## src/rtl/core/slmi_pkg.sv

```systemverilog
// Shared types, widths and codes of the sprite linear motion interpolator.
package slmi_pkg;

  localparam int COORD_W        = 24;
  localparam int QW             = COORD_W + 1;
  localparam int CNT_W          = $clog2(QW);
  localparam int RECT_W         = 17;
  localparam int SIZE_W         = 7;
  localparam int SPEED_W        = 16;
  localparam int DUR_W          = 16;
  localparam int OP_W           = 3;
  localparam int LEFT_W         = 32;
  localparam int FRAC_BITS_DEF  = 8;
  localparam int FRAME_BITS_DEF = 32;
  localparam logic [SIZE_W-1:0] SIZE_RESET = SIZE_W'(8);

  typedef enum logic [OP_W-1:0] {
    OP_TICK     = 3'd0,
    OP_PLACE    = 3'd1,
    OP_GO_TIME  = 3'd2,
    OP_GO_SPEED = 3'd3,
    OP_MOVE_BY  = 3'd4
  } op_e;

  typedef enum logic [3:0] {
    CMD_NONE,
    CMD_CAPTURE,
    CMD_APPLY,
    CMD_POS_MUL,
    CMD_DIV_STEP,
    CMD_POS_FIN,
    CMD_SQ_X,
    CMD_SQ_Y,
    CMD_SQRT_STEP,
    CMD_NDIV_LOAD,
    CMD_OUT_LOAD
  } dp_cmd_e;

  typedef struct packed {
    dp_cmd_e cmd;
    logic    axis;
  } ctrl_t;

  typedef struct packed {
    logic [OP_W-1:0] op;
    logic            out_free;
  } status_t;

endpackage

```

## src/rtl/core/slmi_ctrl.sv

```systemverilog
// Sequencing state machine of the sprite linear motion interpolator.
module slmi_ctrl import slmi_pkg::*; (
  input  logic    clk_i,
  input  logic    rst_ni,
  input  logic    in_valid_i,
  output logic    in_ready_o,
  output ctrl_t   ctrl_o,
  input  status_t stat_i
);

  typedef enum logic [11:0] {
    S_IDLE      = 12'b000000000001,
    S_DECODE    = 12'b000000000010,
    S_POS_MUL   = 12'b000000000100,
    S_POS_DIV   = 12'b000000001000,
    S_POS_FIN   = 12'b000000010000,
    S_SQ_X      = 12'b000000100000,
    S_SQ_Y      = 12'b000001000000,
    S_SQRT      = 12'b000010000000,
    S_NDIV_LOAD = 12'b000100000000,
    S_NDIV      = 12'b001000000000,
    S_APPLY     = 12'b010000000000,
    S_OUT       = 12'b100000000000
  } state_e;

  state_e            state_q, state_d;
  logic [CNT_W-1:0]  cnt_q, cnt_d;
  logic              axis_q, axis_d;
  logic              applied_q, applied_d;
  logic              is_tick, is_speed;

  assign is_tick  = (stat_i.op == OP_TICK);
  assign is_speed = (stat_i.op == OP_GO_SPEED) || (stat_i.op == OP_MOVE_BY);
  assign in_ready_o = (state_q == S_IDLE);

  always_comb begin
    state_d     = state_q;
    cnt_d       = cnt_q;
    axis_d      = axis_q;
    applied_d   = applied_q;
    ctrl_o.cmd  = CMD_NONE;
    ctrl_o.axis = axis_q;
    unique case (state_q)
      S_IDLE: begin
        if (in_valid_i) begin
          ctrl_o.cmd = CMD_CAPTURE;
          applied_d  = 1'b0;
          axis_d     = 1'b0;
          state_d    = S_DECODE;
        end
      end
      S_DECODE: begin
        state_d = is_tick ? S_APPLY : S_POS_MUL;
      end
      S_POS_MUL: begin
        ctrl_o.cmd = CMD_POS_MUL;
        cnt_d      = CNT_W'(QW - 1);
        state_d    = S_POS_DIV;
      end
      S_POS_DIV: begin
        ctrl_o.cmd = CMD_DIV_STEP;
        cnt_d      = cnt_q - 1'b1;
        if (cnt_q == '0) state_d = S_POS_FIN;
      end
      S_POS_FIN: begin
        ctrl_o.cmd = CMD_POS_FIN;
        if (!axis_q) begin
          axis_d  = 1'b1;
          state_d = S_POS_MUL;
        end else begin
          axis_d = 1'b0;
          if (applied_q) state_d = S_OUT;
          else if (is_speed) state_d = S_SQ_X;
          else state_d = S_APPLY;
        end
      end
      S_SQ_X: begin
        ctrl_o.cmd = CMD_SQ_X;
        state_d    = S_SQ_Y;
      end
      S_SQ_Y: begin
        ctrl_o.cmd = CMD_SQ_Y;
        cnt_d      = CNT_W'(QW - 1);
        state_d    = S_SQRT;
      end
      S_SQRT: begin
        ctrl_o.cmd = CMD_SQRT_STEP;
        cnt_d      = cnt_q - 1'b1;
        if (cnt_q == '0) state_d = S_NDIV_LOAD;
      end
      S_NDIV_LOAD: begin
        ctrl_o.cmd = CMD_NDIV_LOAD;
        cnt_d      = CNT_W'(QW - 1);
        state_d    = S_NDIV;
      end
      S_NDIV: begin
        ctrl_o.cmd = CMD_DIV_STEP;
        cnt_d      = cnt_q - 1'b1;
        if (cnt_q == '0) state_d = S_APPLY;
      end
      S_APPLY: begin
        ctrl_o.cmd = CMD_APPLY;
        applied_d  = 1'b1;
        state_d    = is_tick ? S_POS_MUL : S_OUT;
      end
      S_OUT: begin
        if (stat_i.out_free) begin
          ctrl_o.cmd = CMD_OUT_LOAD;
          state_d    = S_IDLE;
        end
      end
      default: state_d = S_IDLE;
    endcase
  end

  always_ff @(posedge clk_i or negedge rst_ni) begin
    if (!rst_ni) begin
      state_q   <= S_IDLE;
      cnt_q     <= '0;
      axis_q    <= 1'b0;
      applied_q <= 1'b0;
    end else begin
      state_q   <= state_d;
      cnt_q     <= cnt_d;
      axis_q    <= axis_d;
      applied_q <= applied_d;
    end
  end

endmodule

```

## config.mk

```make
export PLATFORM = sky130hd
export DESIGN_NAME = slmi_ctrl
export DESIGN_NICKNAME = d
export VERILOG_FILES = /design/src/rtl/core/slmi_pkg.sv /design/src/rtl/core/slmi_ctrl.sv
export SDC_FILE = /design/constraint.sdc
export NUM_CORES = 1
export LEC_CHECK = 0
export ABC_CLOCK_PERIOD_IN_PS = 2100
export BUFFER_PORTS_ARGS = -buffer_cell sky130_fd_sc_hd__buf_2
export CAP_MARGIN = 5
export CORE_AREA = 4 4 53 55
export CTS_CLUSTER_DIAMETER = 30
export DETAILED_ROUTE_END_ITERATION = 8
export DIE_AREA = 0 0 57 59
export GPL_TIMING_DRIVEN = 0
export PLACE_DENSITY = 0.76
export SLEW_MARGIN = 20
export SYNTH_ARGS = -nofsm -noshare
export SYNTH_HDL_FRONTEND = slang
export SYNTH_SLANG_ARGS = --single-unit
```

## constraint.sdc

```tcl
create_clock -name clk_i -period 2.1 [get_ports clk_i]
set_clock_uncertainty 0.1 [all_clocks]
set_input_delay 0.21 -clock clk_i [delete_from_list [all_inputs] [get_ports clk_i]]
set_output_delay 0.21 -clock clk_i [all_outputs]
set_load 0.005 [all_outputs]
```

==> Word-level counts from Yosys, hierarchy flattened <==
Cells that the tools add are included.
{ "totals": {"reg_bits": 19, "input_bits": 7, "out_inout_bits": 6, "wordCells": 55} }
{ "classes": {"addsub": 1, "eq_ne": 19, "n_mux": 19, "reduce_logical": 12} }
{ "ops": {"columns": ["op", "count"], "rows": [
  ["$pmux 12 s12", 1],
  ["$mux 12", 8],
  ["$pmux 4 s10", 1],
  ["$mux 11", 2],
  ["$eq 12x1->1 const B", 1],
  ["$eq 12x10->1 const B", 1],
  ["$eq 12x11->1 const B", 1],
  ["$eq 12x12->1 const B", 1],
  ["$eq 12x2->1 const B", 1],
  ["$eq 12x3->1 const B", 1],
  ["$eq 12x4->1 const B", 1],
  ["$eq 12x5->1 const B", 1],
  ["$eq 12x6->1 const B", 1],
  ["$eq 12x7->1 const B", 1],
  ["$eq 12x8->1 const B", 1],
  ["$eq 12x9->1 const B", 1],
  ["$ne 2x2->1 const B", 5],
  ["$pmux 5 s2", 1],
  ["$reduce_bool 2->1", 3],
  ["$reduce_or 3->1", 2],
  ["$logic_not 5->1", 1],
  ["$reduce_and 5->1", 1],
  ["$sub 5x1->5 const B", 1],
  ["$mux 4", 1],
  ["other kinds (8)", 12]
]} }

==> Logic depth before layout (Yosys ltp) <==
Gate-level depths: netlist of run 1.
{ "depth": {"word_depth": 6, "depth_mapped": 6, "mapped_depth_nobuf": 5} }

==> Worst setup path before layout of run 1 <==
No wires, ideal clock.
{ "synth_path": {"path_type": "register -> output", "from": "reg state_q[9]", "to": "out ctrl_o[1] in the netlist's numbering", "arrival_ns": 1.454, "t_required_ns": 1.790, "slack_ns": 0.336, "path_stages_with_launch": 7, "path_buffers": 1, "path_cell_list": "dfrtp_1 > buf_6 > nor4_4 > and2_1 > nand3_1 > and2_1 > o211ai_1"} }
{ "synth_lines": {"columns": ["element", "line", "text"], "rows": [
  ["from (decl)", "slmi_ctrl.sv:26", "state_e state_q, state_d;"],
  ["from (signal assigned)", "slmi_ctrl.sv:123", "state_q <= state_d;"],
  ["to (decl)", "slmi_ctrl.sv:7", "output ctrl_t ctrl_o,"]
]} }

==> results.yml, run 1 <==
run_status:
  run_status: "complete, but fails checks"
  violations: "negative setup slack"
finish:
  utilization: 0.744
  num_antenna_cells: 0
  layout.nets: 203
  drive_gt1_frac: 0.425
  layout_fillers: 166
  finish.instance_area_um2: 1780
  area_growth_pct: 34.9
grt:
  wire_length_of_the_first_global_routing_pass_um: 5620
  number_of_antenna_violations_at_the_first_check_in_global_routing: 0
  global_route.overflow_total: 0
  grt_start_max_net_pins: 20
  grt_pass1_vias: 1236
  grtUsageTotal: 0.217
sta:
  rsz0062_at_grt: "yes"
  worst_slew_margin_rel: 0.676
  post-route-min-period_ns: 2.21
  setup-violations-final: 6
  slew_viol_final: 0
  period_share: 1.05
  worst-slew-pin-transition_ns: 0.483
  hold_viol: 0
  max_freq_mhz: 451
  setup_ws_ns: -0.115
route:
  via_count: 1368
  remaining_drc_errors: 0
  antenna_left: 0
  dr.first_iter.drc_count: 129
  wl_um: 3730
  avgRoutedWirePerCell_um: 16.7
  firstDrtPassIters: 5
  post_drt_via_cell_ratio: 6.13
clocking:
  ctsHtreeMaxLevel: 1
  cts-root-to-sink-buffers: 2
  clock_insertion_delay_worst_skew_ns: 0.30
  post_cts_clock_slew_at_the_launch_and_capture_registers_of_the_worst_setup_and_hold_paths_ns: 0.12
  clkSinkCount: 19
  cts_buffers: 3
  clock_tree_from_tritoncts: "built"
  clock_tree.root_cell: "clkbuf_4"
setup_path:
  critPathCaptureType: "output pin"
  worst_path_max_delay_cell: "dfrtp_2"
  startpoint_type: "register"
  worst_path_largest_cell_delay_ns: 0.44
  critPathArrivalTime_ns: 1.90
  cp_cell_sequence: "nor4_4, and2_4, nand3_4, and2_4, o211ai_1, buf_2"
  crit_path_frequent_cell: "and2_4"
  critPathMaxFanout: 4
  critical_path_required_ns: 1.79
  timing_worst_setup_path_type: "reg2out"
  largest_delay_share_family_worst_path: "simple AND/OR/NAND/NOR gates"
  worst-path-buf-inv: 1
  r2r_slack_ns: -0.02
logic_synthesis:
  synth.net_count: 156
  synth_area_um2: 1320
  yosys.area.top_type_share: 0.342
  synthTopCellsByArea: "dfrtp_1, nor4_4, nor2_1"
  post-synth-top-area-cell: "dfrtp_1"
  synth_seq_area_share: 0.362
  ys_ff_latch: 19
  postSynthCellCount: 147
  syn-mean-instance-area_um2: 8.96
  synth_cell_type_count: 42
  synth_warn: 0
floorplan:
  start_util: 0.552
  ioPinCount: 13
  placementRows: 18
  core_area_um2: 2390
  die_area_um2: 3360
  die_height_um: 59
  die_w_um: 57
placement:
  place.detailed.hpwl_um: 2230
  place_area_um2: 1420
  port_buffers: 12
  gp_congestion: 0.823
power_and_ir_drop:
  power-per-cell-area_nw_per_um2: 982
  irDropWorstVdd_mv: 0.863
  power_leakage_uw: 0.000854
hold_path:
  hold_path_class: "in2reg"
job:
  cap_viol_max_count: 0
-- power breakdown --
| group | total [µW] | switching (µW) | leakage, µW | internal, µW |
|---|---|---|---|---|
| combinational | 1020 | 490 | 0.000596 | 532 |
| clock | 195 | 120 | 0.0000150 | 74.1 |
| sequential | 528 | 83.9 | 0.000243 | 444 |
-- timing repair --
item	4_1_cts	5_1_grt
hold buffers	1	0
gates cloned	0	0
pin swaps	10	11
buffers inserted	17	17
hold endpoints to repair	18	0
setup endpoints to repair	4	13
resized for setup	19	10
-- cells in the final DEF, fill, tap and decap left out, drive strengths merged, types with 2 or more instances in the layout --
| master | instances |
|---|---|
| ha | 2 |
| nor3 | 9 |
| xor2 | 5 |
| o211ai | 2 |
| clkbuf | 4 |
| nor4b | 2 |
| and2 | 3 |
| and3 | 3 |
| nor2b | 5 |
| a21oi | 8 |
| dfrtp | 18 |
| buf | 50 |
| nand3 | 6 |
| xnor2 | 2 |
| a211o | 2 |
| o21ai | 8 |
| a21o | 2 |
| o22ai | 2 |
| nand2 | 13 |
| inv | 5 |
| nor4 | 6 |
| nor2 | 13 |
| a211oi | 2 |
| nand4b | 3 |
| mux2i | 3 |
| nand4 | 5 |
-- area by class of cell --
cell class	instances	area (µm²)	area share
Clock buffer	4	26.3	0.0148
Sequential cell	19	483	0.272
Buffer	5	48.8	0.0275
Timing Repair Buffer	46	325	0.183
Inverter	5	18.8	0.0106
Tap cell	30	37.5	0.0211
Multi-Input combinational cell	114	837	0.471
-- Yosys cell counts --
master     count
a211o_1        1
a211o_2        1
a211oi_1       1
a211oi_2       1
a21o_1         2
a21oi_1        8
a41o_1         1
and2_1         3
and3_1         3
buf_2          4
buf_4          2
buf_6          2
clkbuf_2       1
dfrtp_1       18
dfstp_2        1
ha_1           2
inv_1          5
mux2i_1        3
nand2_1       12
nand2_2        1
nand3_1        6
nand3b_1       1
nand4_1        5
nand4b_1       3
nor2_1        13
nor2b_1        5
nor3_1         9
nor3b_2        1
nor4_1         3
nor4_4         3
nor4b_1        2
o2111ai_1      1
o211ai_1       2
o21a_1         1
o21ai_0        7
o21ai_2        1
o22ai_1        2
o41ai_2        1
or3_1          1
or4_1          1
xnor2_1        2
xor2_1         5
-- logic make-up after synthesis --
family                   Yosys count  share of synthesized area
flip-flops                        19                      0.362
buffers and inverters             14                     0.0617
adder cells (fa/ha/maj)            2                     0.0190
AO/OA/AOI/OAI                     30                      0.158
AND/OR/NAND/NOR                   72                      0.331
multiplexers                       3                     0.0228
XOR/XNOR                           7                     0.0465
-- tightest hold or removal path, stage by stage --
cell	delay, ns
buf_2	0.13
nand2_1	0.06
a21oi_1	0.07
-- final timing paths --
kind,startpoint,to,depth (start not counted)
setup / recovery,state_q[10]$_DFFE_PN0P_,ctrl_o[1],6
hold / removal,stat_i[2],state_q[5]$_DFFE_PN0P_,3
setup reg to reg,state_q[0]$_DFFE_PN1P_,state_q[9]$_DFFE_PN0P_,8
hold reg to reg,cnt_q[2]$_DFFE_PN0P_,cnt_q[2]$_DFFE_PN0P_,1
max in group asynchronous,rst_ni,state_q[0]$_DFFE_PN1P_,2
min in group asynchronous,rst_ni,state_q[7]$_DFFE_PN0P_,2
-- stage by stage --
step	std cells	total power [µW]	TNS [ns]	hold slack, ns	setup WS [ns]
finish	223	1740	-0.359	0.0926	-0.115
global placement	189	1160	-0.0173	0.0750	-0.0173
detailed placement	189	1190	-0.0418	0.0804	-0.0418
CTS	208	1610	-0.288	0.0828	-0.108
floorplan	147	1020	0	-0.186	0.336
global route	223	1860	-1.52	0.0972	-0.213
-- layer usage --
| layer | up-vias | GRT usage | part of all wire |
|---|---|---|---|
| met5 | - | 0 | 0 |
| met4 | 0 | 0.0762 | 0.037 |
| met3 | 18 | 0.0327 | 0.083 |
| met2 | 86 | 0.365 | 0.47 |
| met1 | 632 | 0.285 | 0.41 |
| li1 | 632 | - | - |
-- state kept, by name, summed over array words and instances (netlist names) --
| signal | cells |
|---|---|
| applied_q | 1 |
| state_q | 12 |
| cnt_q | 5 |
| axis_q | 1 |
(Power assumes the default switching activity.)
==> inputs of run 2 (changes only) <==
Settings changed: BUFFER_PORTS_ARGS -buffer_cell sky130_fd_sc_hd__buf_2 to unset, CORE_AREA 4 4 53 55 to 4 4 52 54, DIE_AREA 0 0 57 59 to 0 0 56 58, DONT_BUFFER_PORTS set to 1, PLACE_DENSITY 0.76 to 0.74, REMOVE_ABC_BUFFERS set to 1.
==> run 2 against run 1 <==
  * The flow now finishes without violations
  * Sequential power up 1%
  * Combinational power decreased by 9%
  * Sequential share of layout area is 2.8 points higher
  * Fmax rose by 5.6%
  * Power fell by 5.0%
  * Count of clock-buffer cells in the layout unchanged
  * Die area decreased by 3.4%
  * Flip-flop and latch count unchanged
  * Non-clock buffer count down 24
  * Register-to-register slack improved by 0.09 ns
  * Critical endpoint is now ctrl_o[2]
==> results.yml, run 2 (same netlist as run 1, synthesis figures left out) <==
floorplan:
  placementRows: 17
  die_height_um: 58
  start_util: 0.596
  die_area_um2: 3250
  core_area_um2: 2210
  ioPinCount: 13
  die_w_um: 56
placement:
  gp_congestion: 0.825
  place.detailed.hpwl_um: 2150
  numPlacedInstances: 166
  port_buffers: 0
grt:
  global_route.overflow_total: 0
  wire_length_of_the_first_global_routing_pass_um: 5600
  grtUsageTotal: 0.219
  grt_start_max_net_pins: 20
  number_of_antenna_violations_at_the_first_check_in_global_routing: 0
  grt_pass1_vias: 1180
power_and_ir_drop:
  pwr-share-seq: 0.323
  power-per-cell-area_nw_per_um2: 1020
  power_leakage_uw: 0.000744
  cell_internal_pwr_uw: 986
  netSwitchingFraction: 0.405
  irDropWorstVdd_mv: 0.859
  p_comb_frac: 0.562
  p_clk_frac: 0.115
  net-switching-power_uw: 672
clocking:
  clock_tree.root_cell: "clkbuf_4"
  clock_tree_from_tritoncts: "built"
  clkSinkCount: 19
  clock_insertion_delay_worst_skew_ns: 0.31
  ctsHtreeMaxLevel: 1
  cts-root-to-sink-buffers: 2
  cts_buffers: 3
  post_cts_clock_slew_at_the_launch_and_capture_registers_of_the_worst_setup_and_hold_paths_ns: 0.11
setup_path:
  critical_path_required_ns: 1.79
  timing.reg2reg.worst_path_depth: 7
  critPathMaxFanout: 4
  critPathCaptureType: "output pin"
  critPathArrivalTime_ns: 1.79
  timing_worst_setup_path_type: "reg2out"
  r2r-start: "state_q[0]$_DFFE_PN1P_"
  r2r_slack_ns: 0.07
  startpoint_type: "register"
  crit-reg2reg-capture: "state_q[0]$_DFFE_PN1P_"
route:
  firstDrtPassIters: 4
  avgRoutedWirePerCell_um: 18.2
  via_count: 1262
  remaining_drc_errors: 0
  antenna_left: 0
  post_drt_via_cell_ratio: 6.41
  wl_um: 3590
  dr.first_iter.drc_count: 40
finish:
  drive_gt1_frac: 0.349
  num_antenna_cells: 0
  layout.cells.most_common: "buf_4"
  largest_register_ffs: 12
  top_register: "state_q"
  fin_cells: 197
  top_regs: "state_q (12), cnt_q (5)"
  layout.nets: 179
  area_growth_pct: 23.8
  final_cell_mix: "buf_4, nor2_1, nand2_1"
sta:
  sum_neg_setup_slack_ns: 0
  worst_slew_margin_rel: 0.401
  setup-violations-final: 0
  period_share: 0.999
  slew_viol_final: 0
  rsz0062_at_grt: "yes"
  max_freq_mhz: 477
  post-route-min-period_ns: 2.10
  worst-slew-pin-transition_ns: 0.896
  hold_viol: 0
hold_path:
  hold_path_class: "in2reg"
  worst_hold_startpoint: "stat_i[3]"
  whs_endpoint: "state_q[11]$_DFFE_PN0P_"
  min_path_cells: 3
job:
  cap_viol_max_count: 0
run_status:
  run_status: "finished, final reports clean"
[run 2: changes by cell type in the layout (fill, tap and decap cells not counted), sizes merged]
cell | before | now
buf | 50 | 22
dlygate4sd3 | 1 | 5
[run 2: worst max-delay path by stage]
stage	slack [ns]	cells past startpoint	to	start
3_3_place_gp	0.01	5	ctrl_o[1]	state_q[9]$_DFFE_PN0P_
4_1_cts	0.01	5	ctrl_o[1]	state_q[8]$_DFFE_PN0P_
5_1_grt	-0.10	6	ctrl_o[2]	state_q[2]$_DFFE_PN0P_
2_1_floorplan	0.33	5	ctrl_o[1]	state_q[9]$_DFFE_PN0P_
3_5_place_dp	-0.02	5	state_q[0]$_DFFE_PN1P_	state_q[3]$_DFFE_PN0P_
6_report	0.003	6	ctrl_o[2]	state_q[2]$_DFFE_PN0P_
[run 2: layer usage]
layer	routed length [µm]	vias up	track usage
li1	-	582	-
met1	1470	596	0.304
met2	1780	79	0.347
met3	296	5	0.0290
met4	44	0	0.0847
met5	0	-	0
[run 2: metrics by stage]
step	setup slack [ns]	instance area [µm²]	total power [µW]	hold slack (ns)	util
floorplan	0.332	1250	994	-0.186	-
global placement	0.0123	1290	1100	-0.185	0.583
detailed placement	-0.0193	1290	1130	-0.185	0.583
CTS	0.0129	1510	1490	0.0543	0.683
global route	-0.102	1630	1770	0.0692	0.738
finish	0.00291	1630	1660	0.0613	0.738
[run 2: area by class of cell]
cell class,count,area [µm²]
inverter,5,18.8
timing repair buffer,27,219
sequential,19,489
fill,162,581
clock buffer,4,26.3
multi-input combinational,114,843
tap,28,35.0
[run 2: power groups by stage]
stage | logic [µW] | registers (µW) | clock network (µW)
finish | 931 | 535 | 191
global route | 1020 | 544 | 212
CTS | 769 | 530 | 190
detailed placement | 570 | 559 | 0
global placement | 548 | 554 | 0
floorplan | 455 | 538 | 0
[run 2: what timing repair did]
item	CTS	global route
endpoints found under the hold margin	21	0
resized for setup	13	15
hold buffers	5	0
endpoints found under the setup margin	6	8
pin swaps	6	12
cloned	0	0
buffers inserted	16	6
[run 2: critical path, cell delays in order (launching register included)]
cell and delay [ns]:
dfrtp_2 0.46, nor4_4 0.32, buf_4 0.16, and2_4 0.14, buf_6 0.09, nand4b_1 0.15
o211ai_1 0.16
